$ cat src/hw/rtl/ssid_pkg.sv
// ----------------------------------------------------------------------------
// ssid_pkg
// Shared types, codes and sizes of the sorted store.
// ----------------------------------------------------------------------------
package ssid_pkg;

	localparam int STORE_DEPTH_DEF = 16;
	localparam int VALUE_W         = 32;
	localparam int REQ_W           = 2;
	localparam int STATUS_W        = 2;

	// Request codes
	localparam logic [REQ_W-1:0] REQ_INSERT = 2'd0;
	localparam logic [REQ_W-1:0] REQ_DELETE = 2'd1;
	localparam logic [REQ_W-1:0] REQ_DUMP   = 2'd2;

	// Status codes
	localparam logic [STATUS_W-1:0] STATUS_OK       = 2'd0;
	localparam logic [STATUS_W-1:0] STATUS_FULL     = 2'd1;
	localparam logic [STATUS_W-1:0] STATUS_NOTFOUND = 2'd2;
	localparam logic [STATUS_W-1:0] STATUS_EMPTY    = 2'd3;

	// Cell operations
	typedef logic [1:0] cell_op_t;
	localparam cell_op_t CELL_HOLD = 2'd0;
	localparam cell_op_t CELL_INS  = 2'd1;
	localparam cell_op_t CELL_DEL  = 2'd2;
	localparam cell_op_t CELL_ROT  = 2'd3;

	typedef struct packed {
		cell_op_t op;
		logic     occ;     // cell holds a live entry
		logic     at_end;  // first free slot
		logic     at_tail; // last live entry
	} cell_ctrl_t;

endpackage

$ cat src/hw/rtl/ssid_req_if.sv
// ----------------------------------------------------------------------------
// ssid_req_if
// Request channel: valid/ready with request code and value.
// ----------------------------------------------------------------------------
interface ssid_req_if;
	import ssid_pkg::*;

	logic                       valid;
	logic                       ready;
	logic [REQ_W-1:0]           req_type;
	logic signed [VALUE_W-1:0]  value;

	modport source (output valid, output req_type, output value, input ready);
	modport sink (input valid, input req_type, input value, output ready);
endinterface

$ cat src/hw/rtl/ssid_rsp_if.sv
// ----------------------------------------------------------------------------
// ssid_rsp_if
// Result channel: valid/ready with status and dumped entry.
// ----------------------------------------------------------------------------
interface ssid_rsp_if;
	import ssid_pkg::*;

	logic                       valid;
	logic                       ready;
	logic [STATUS_W-1:0]        status;
	logic signed [VALUE_W-1:0]  entry_value;
	logic                       entry_valid;
	logic                       last;

	modport source (output valid, output status, output entry_value,
		output entry_valid, output last, input ready);
	modport sink (input valid, input status, input entry_value,
		input entry_valid, input last, output ready);
endinterface

$ cat src/hw/rtl/ssid_cell.sv
// ----------------------------------------------------------------------------
// ssid_cell
// One slot of the sorted chain: compares against the request value and
// takes its left, right or head neighbor, the new value, or holds.
// ----------------------------------------------------------------------------
module ssid_cell (
	input  logic                               clk,
	input  ssid_pkg::cell_ctrl_t               ctrl,
	input  logic signed [ssid_pkg::VALUE_W-1:0] req_value,
	input  logic                               prev_shift,
	input  logic signed [ssid_pkg::VALUE_W-1:0] left_value,
	input  logic signed [ssid_pkg::VALUE_W-1:0] right_value,
	input  logic signed [ssid_pkg::VALUE_W-1:0] head_value,
	output logic signed [ssid_pkg::VALUE_W-1:0] value,
	output logic                               shift,
	output logic                               match
);
	import ssid_pkg::*;

	logic signed [VALUE_W-1:0] value_q;

	// live and >= request value: this slot is at or past the sort position
	assign shift = ctrl.occ && (value_q >= req_value);
	assign match = ctrl.occ && (value_q == req_value);
	assign value = value_q;

	always_ff @(posedge clk) begin
		case (ctrl.op)
			CELL_INS: begin
				if (prev_shift) begin
					value_q <= left_value;
				end else if (shift || ctrl.at_end) begin
					value_q <= req_value;
				end
			end
			CELL_DEL: begin
				if (shift) begin
					value_q <= right_value;
				end
			end
			CELL_ROT: begin
				if (ctrl.at_tail) begin
					value_q <= head_value;
				end else if (ctrl.occ) begin
					value_q <= right_value;
				end
			end
			default: begin
			end
		endcase
	end
endmodule

$ cat src/hw/rtl/sorted_store_insert_delete_core.sv
// ----------------------------------------------------------------------------
// Results: an insert or delete result is registered at the accepting edge and
// is valid on the next cycle; a dump first sets its busy state, then its first
// entry is registered. Throughput: inserts and deletes, one per cycle while
// results are taken. Dump of N entries: N results; no request taken until the
// last one has been registered.
// Reset clears the entry count and output valid; slot contents are not reset.
// ----------------------------------------------------------------------------
// sorted_store_insert_delete_core
// Bounded ascending store built as a chain of compare/shift cells.
// ----------------------------------------------------------------------------
module sorted_store_insert_delete_core #(
	parameter int STORE_DEPTH = ssid_pkg::STORE_DEPTH_DEF
) (
	input  logic       clk,
	input  logic       arst_n,
	ssid_req_if.sink   req,
	ssid_rsp_if.source rsp
);
	import ssid_pkg::*;

	localparam int COUNT_W = $clog2(STORE_DEPTH + 1);
	localparam int IDX_W   = $clog2(STORE_DEPTH);

	// chain taps
	logic signed [VALUE_W-1:0] value_w [STORE_DEPTH];
	logic [STORE_DEPTH-1:0]    shift_w;
	logic [STORE_DEPTH-1:0]    match_w;
	cell_ctrl_t                ctrl_w [STORE_DEPTH];

	// control state
	logic [COUNT_W-1:0] count_q;
	logic               dump_busy_q;
	logic [IDX_W-1:0]   dump_idx_q;

	// output register
	logic                      rsp_valid_q;
	logic [STATUS_W-1:0]       status_q;
	logic signed [VALUE_W-1:0] entry_value_q;
	logic                      entry_valid_q;
	logic                      last_q;

	logic     out_free;
	logic     accept;
	logic     full;
	logic     empty;
	logic     found;
	logic     dump_last;
	cell_op_t op;

	assign out_free  = !rsp_valid_q || rsp.ready;
	assign req.ready = !dump_busy_q && out_free;
	assign accept    = req.valid && req.ready;
	assign full      = (count_q == COUNT_W'(STORE_DEPTH));
	assign empty     = (count_q == '0);
	assign found     = |match_w;
	assign dump_last = (COUNT_W'(dump_idx_q) == COUNT_W'(count_q - COUNT_W'(1)));

	// chain operation for this cycle
	always_comb begin
		op = CELL_HOLD;
		if (accept) begin
			case (req.req_type)
				REQ_INSERT: op = full ? CELL_HOLD : CELL_INS;
				REQ_DELETE: op = (!empty && found) ? CELL_DEL : CELL_HOLD;
				default:    op = CELL_HOLD;
			endcase
		end else if (dump_busy_q && out_free) begin
			// rotate live entries toward cell 0, head wraps to the tail
			op = CELL_ROT;
		end
	end

	// cell row
	for (genvar g = 0; g < STORE_DEPTH; g++) begin : g_cell
		assign ctrl_w[g].op      = op;
		assign ctrl_w[g].occ     = (COUNT_W'(g) < count_q);
		assign ctrl_w[g].at_end  = (COUNT_W'(g) == count_q);
		assign ctrl_w[g].at_tail = (COUNT_W'(g + 1) == count_q);

		ssid_cell u_cell (
			.clk         (clk),
			.ctrl        (ctrl_w[g]),
			.req_value   (req.value),
			.prev_shift  ((g == 0) ? 1'b0 : shift_w[(g == 0) ? 0 : g - 1]),
			.left_value  (value_w[(g == 0) ? 0 : g - 1]),
			.right_value (value_w[(g == STORE_DEPTH - 1) ? g : g + 1]),
			.head_value  (value_w[0]),
			.value       (value_w[g]),
			.shift       (shift_w[g]),
			.match       (match_w[g])
		);
	end

	// control and count
	always_ff @(posedge clk or negedge arst_n) begin
		if (!arst_n) begin
			count_q     <= '0;
			dump_busy_q <= 1'b0;
			dump_idx_q  <= '0;
			rsp_valid_q <= 1'b0;
		end else begin
			if (out_free) begin
				rsp_valid_q <= 1'b0;
			end
			if (op == CELL_INS) begin
				count_q <= count_q + COUNT_W'(1);
			end else if (op == CELL_DEL) begin
				count_q <= count_q - COUNT_W'(1);
			end
			if (accept) begin
				case (req.req_type)
					REQ_INSERT, REQ_DELETE: begin
						rsp_valid_q <= 1'b1;
					end
					REQ_DUMP: begin
						if (empty) begin
							rsp_valid_q <= 1'b1;
						end else begin
							dump_busy_q <= 1'b1;
							dump_idx_q  <= '0;
						end
					end
					default: begin
						// unused code: dropped silently
					end
				endcase
			end else if (dump_busy_q && out_free) begin
				rsp_valid_q <= 1'b1;
				dump_idx_q  <= dump_idx_q + IDX_W'(1);
				if (dump_last) begin
					dump_busy_q <= 1'b0;
				end
			end
		end
	end

	// result payload
	always_ff @(posedge clk) begin
		if (accept) begin
			entry_value_q <= '0;
			entry_valid_q <= 1'b0;
			last_q        <= 1'b1;
			case (req.req_type)
				REQ_INSERT: status_q <= full ? STATUS_FULL : STATUS_OK;
				REQ_DELETE: begin
					if (empty) begin
						status_q <= STATUS_EMPTY;
					end else if (!found) begin
						status_q <= STATUS_NOTFOUND;
					end else begin
						status_q <= STATUS_OK;
					end
				end
				default: status_q <= STATUS_EMPTY;
			endcase
		end else if (dump_busy_q && out_free) begin
			status_q      <= STATUS_OK;
			entry_value_q <= value_w[0];
			entry_valid_q <= 1'b1;
			last_q        <= dump_last;
		end
	end

	assign rsp.valid       = rsp_valid_q;
	assign rsp.status      = status_q;
	assign rsp.entry_value = entry_value_q;
	assign rsp.entry_valid = entry_valid_q;
	assign rsp.last        = last_q;
endmodule

$ cat src/flat_wrapper.sv
// flat-port wrapper written by rule: the top's interface ports become plain ports
module sorted_store_insert_delete_core_flat import ssid_pkg::*;
#(
	parameter int STORE_DEPTH = ssid_pkg::STORE_DEPTH_DEF
)
  (clk, arst_n, req_valid, req_req_type, req_value, req_ready, rsp_valid, rsp_status, rsp_entry_value, rsp_entry_valid, rsp_last, rsp_ready);
  ssid_req_if req_i ();
  ssid_rsp_if rsp_i ();
  input  logic clk;
  input  logic arst_n;
  input wire logic [$bits(req_i.valid)-1:0] req_valid;
  input wire logic [$bits(req_i.req_type)-1:0] req_req_type;
  input wire logic [$bits(req_i.value)-1:0] req_value;
  output wire logic [$bits(req_i.ready)-1:0] req_ready;
  output wire logic [$bits(rsp_i.valid)-1:0] rsp_valid;
  output wire logic [$bits(rsp_i.status)-1:0] rsp_status;
  output wire logic [$bits(rsp_i.entry_value)-1:0] rsp_entry_value;
  output wire logic [$bits(rsp_i.entry_valid)-1:0] rsp_entry_valid;
  output wire logic [$bits(rsp_i.last)-1:0] rsp_last;
  input wire logic [$bits(rsp_i.ready)-1:0] rsp_ready;
  assign req_i.valid = req_valid;
  assign req_i.req_type = req_req_type;
  assign req_i.value = req_value;
  assign req_ready = req_i.ready;
  assign rsp_valid = rsp_i.valid;
  assign rsp_status = rsp_i.status;
  assign rsp_entry_value = rsp_i.entry_value;
  assign rsp_entry_valid = rsp_i.entry_valid;
  assign rsp_last = rsp_i.last;
  assign rsp_i.ready = rsp_ready;
  sorted_store_insert_delete_core #(.STORE_DEPTH(STORE_DEPTH)) u_core (.clk(clk), .arst_n(arst_n), .req(req_i), .rsp(rsp_i));
endmodule
$ cat config.mk
export PLATFORM = sky130hd
export DESIGN_NAME = sorted_store_insert_delete_core_flat
export DESIGN_NICKNAME = d
export VERILOG_FILES = /design/src/hw/rtl/ssid_pkg.sv /design/src/hw/rtl/ssid_req_if.sv /design/src/hw/rtl/ssid_rsp_if.sv /design/src/hw/rtl/ssid_cell.sv /design/src/hw/rtl/sorted_store_insert_delete_core.sv /design/src/flat_wrapper.sv
export SDC_FILE = /design/constraint.sdc
export NUM_CORES = 2
export LEC_CHECK = 0
export BUFFER_PORTS_ARGS = -buffer_cell sky130_fd_sc_hd__buf_4
export CAP_MARGIN = 10
export CORE_UTILIZATION = 25
export CTS_BUF_LIST = sky130_fd_sc_hd__clkbuf_8
export DETAILED_ROUTE_END_ITERATION = 6
export GPL_ROUTABILITY_DRIVEN = 0
export SETUP_SLACK_MARGIN = 0.2
export SLEW_MARGIN = 20
export SYNTH_ARGS = -nofsm -noshare
export SYNTH_HDL_FRONTEND = slang
export SYNTH_HIERARCHICAL = 1
export SYNTH_SLANG_ARGS = --single-unit
$ cat constraint.sdc
create_clock -name clk -period 24.7 [get_ports clk]
set_input_delay 3.705 -clock clk [delete_from_list [all_inputs] [get_ports clk]]
set_output_delay 3.705 -clock clk [all_outputs]
set_load 0.01 [all_outputs]
* After elaboration in Yosys (flattened, before gate mapping)
Cells that the tools add are included.
** Cells by class
- Magnitude comparators :: 32
- Multiplexer cells :: 120
- Add/subtract/negate cells :: 3
- Eq/ne operators :: 89
- Reduce and logical (&&, ||, !) cells :: 83
** Operators by type and width (number)
- $mux W32 :: 77
- $pmux W32 S3 :: 15
- $eq A32 B32 Y1 :: 16
- $ge A32 B32 Y1 :: 16
- $ne A3 B3 Y1 const B :: 29
- $pmux W32 S2 :: 1
- $reduce_and A4 Y1 :: 15
- $eq A4 B5 Y1 const A :: 8
- $lt A4 B5 Y1 const A :: 8
- $ne A2 B2 Y1 const B :: 20
- $logic_and A1 B1 Y1 :: 36
- $eq A3 B5 Y1 const A :: 4
- $lt A3 B5 Y1 const A :: 4
- $logic_or A1 B1 Y1 :: 17
- $mux W4 :: 4
- $reduce_or A16 Y1 :: 1
- $mux W2 :: 7
- $mux W1 :: 11
- $eq A2 B5 Y1 const A :: 2
- $lt A1 B5 Y1 const A :: 2
- $lt A2 B5 Y1 const A :: 2
- $mux W5 :: 2
- $pmux W2 S2 :: 2
- $reduce_bool A2 Y1 :: 4
- 18 further kinds :: 24
** Storage, ports and cells
- Output and inout port bits :: 38
- Flip-flop bits (word level) :: 559
- Bits of input ports :: 38
- Logic and storage cells :: 351

* Logic depth before layout (Yosys ltp)
- Depth after elaboration :: 10
- Depth in mapped cells :: 17
- Depth with buffers taken out :: 15

* Modules after synthesis
The synthesis kept the hierarchy.
** Modules (own cells, without submodules)
- ssid_cell at u_core.g_cell[0].u_cell ... :: area an instance 2788.9 µm², instances 14, sequential area each 960.9 µm², cells each 305
- ssid_cell at u_core.g_cell[8].u_cell ... :: area an instance 2755.1 µm², instances 2, sequential area each 960.9 µm², cells each 300
- sorted_store_insert_delete_core :: area an instance 2312.2 µm², instances 1, sequential area each 1016.0 µm², cells each 292

* Worst setup path before layout
Ideal clock, no wire load.
- Kind :: in2reg
- Start point :: input rsp_ready
- End point :: register u_core.g_cell[8].u_cell.value_q[0], enable pin
- Setup time :: 0.441 ns
- Cell stages on the path :: 5
- Arrival time :: 11.991 ns
- Buffers on the path :: 0
- Required time :: 24.259 ns
- Path slack :: 12.269 ns
- Cell sequence :: nand2b_1 > nand3_1 > o41ai_1 > o31ai_1 > a31oi_1
** RTL lines
- start, declared :: line flat_wrapper.sv:20 : input wire logic [$bits(rsp_i.ready)-1:0] rsp_ready;
- end signal, assigned :: line ssid_cell.sv:31 : value_q <= left_value;
- end signal, assigned :: line ssid_cell.sv:33 : value_q <= req_value;
- end signal, assigned :: line ssid_cell.sv:38 : value_q <= right_value;
- end, declared :: line ssid_cell.sv:20 : logic signed [VALUE_W-1:0] value_q;

==> results.tsv <==
metric	value	unit
io_buffers	75	
grt_pass1_wl	222000	µm
grt_max_degree	183	
synth_area	46900	µm²
worst_pin_slew	1.13	ns
cts_sinks	559	
cts_buffer_depth	3	
ys_warn_count	6	
hold_depth	2	
fmax	0.108	GHz
relSlewSlack	24.9	%
start_util	25.2	%
htreeDepth	3	
arrival	9.73	ns
fillerInstances	19666	
rows	158	
hold_buffers	0	
area.growth.synth_to_final	11.3	%
r2r-start	u_core/count_q[0]	
place_ws	14.89	ns
tritoncts	yes	
drive_gt1_share	7.35	%
post_cts_buffers	0	
dieArea	189000	µm²
antenna_found_initial	14	
setup_violations	0	
ant_nets	0	
synthCells	5160	
core_area	186000	µm²
grt.total_usage	14.5	%
start_kind	input port	
critPathRequiredTime	25.16	ns
drc	0	
outcome	finished clean	
endpoint_kind	flip-flop	
mostFrequentLayoutCells	a21oi_1, inv_1, nor2_1, a211oi_1, ha_1	
dpl.hpwl	110000	µm
min_to	u_core/rsp.entry_value[8]	
via_per_inst	5.19	
clk_pin_slew_worst_paths	0.06	ns
min_period_over_period	37.5	%
wirelength	144000	µm
setup_tns	0	ns
seq_area	16400	µm²
multi_input_area	27500	µm²
die_h	435	µm
rrSetupSlack	17.76	ns
power_density	149	nW/µm²
cts_resized	0	
first_pass_iters	6	
vias	39732	
first_iter_violations	3116	
hold_start	u_core/rsp.entry_value[8]	
cts_root_buf	clkbuf_8	
cp_max_fo	92	
hold_path_class	reg -> reg	
rsz0062_at_grt	false	
leakage	24.3	nW
crit_type	in -> reg	
grt_pass1_vias	38484	
r2r-end	u_core/g_cell[12].u_cell/value[24]	
die_w	435	µm
maxCapViolCount	0	
wire_per_inst	18.8	µm
irDropWorstVdd	99.7	µV
cts_buffers	108	
final_common_cell	a21oi_1	
avgSynthCellArea	9.08	µm²
ios	76	
setup_slack	15.43	ns
insertion_delay	0.79	ns
finalCriticalPeriod	9.27	ns
fin_worst_skew	0.0350	ns
reg2regPathDepth	13	
maxSlewViolCount	0	
overflow	0	
fin_nets	5645	
finalHoldViolCount	0	
[routing by layer]
metal / vias up / track usage, % / share of wire [%]
li1: 19036 / - / -
met1: 19327 / 19.8 / 46
met2: 1060 / 23.2 / 46
met3: 285 / 2.46 / 6.0
met4: 24 / 4.62 / 2.4
met5: - / 0 / 0.11
[metrics by stage]
stage          power [mW]  instances  instance area [µm²]  util [%]  hold WS, ns
2_1_floorplan        5.43       5161                46900         -        0.478
3_5_place_dp         6.75       7452                50000      26.9        0.448
3_3_place_gp         6.62       7451                49900      26.9        0.451
5_1_grt              8.36       7653                52100      28.1        0.473
4_1_cts              7.68       7646                51900      27.9        0.457
6_report             7.75       7653                52100      28.1        0.453
[worst max path at each step]
stage | startpoint | cells past startpoint | slack (ns) | endpoint
after floorplan | rsp_ready | 5 | 12.27 | u_core/g_cell[8].u_cell/value[0]
after global placement | req_value[31] | 16 | 14.94 | u_core/g_cell[12].u_cell/value[27]
after detailed placement | req_value[29] | 17 | 14.89 | u_core/g_cell[9].u_cell/value[24]
after CTS | req_value[31] | 17 | 15.69 | u_core/g_cell[9].u_cell/value[24]
after global routing | req_value[29] | 17 | 15.19 | u_core/g_cell[11].u_cell/value[25]
final | req_value[31] | 16 | 15.43 | u_core/g_cell[12].u_cell/value[24]
[critical path, cell delays in order]
cell and delay, ns:
buf_4 0.21, inv_1 0.09, ha_1 0.33, nand4_1 0.30, nor4_4 0.45, nand3_2 0.13, or4_4 0.55, inv_1 0.08
nor4_1 0.10, nand4_1 0.24, nand2_1 0.16, o21ai_4 0.72, buf_4 0.71, buf_4 0.84, buf_4 0.82, a21oi_1 0.15
[layout make-up]
cell class	instances	share of cell area, %
Timing Repair Buffer	122	2.07
Tap cell	2480	5.95
Inverter	549	3.95
Antenna cell	1	0.00480
Clock buffer	115	3.04
Clock inverter	79	0.747
Sequential cell	559	31.4
Multi-Input combinational cell	3748	52.8
[power breakdown]
group          internal, mW  switching (mW)
Combinational          1.53            2.63
Clock                 0.447           0.439
Sequential             2.00           0.717
Total                  3.97            3.78
[sequential cells by signal, indices dropped and copies added (netlist names), named ones only]
register and flops:
u_core/count_q 5, u_core/dump_busy_q 1, u_core/dump_idx_q 4, u_core/g_cell.u_cell/value 512
u_core/rsp.entry_valid 1, u_core/rsp.entry_value 32, u_core/rsp.last 1, u_core/rsp.status 2
(Power assumes the default switching activity.)
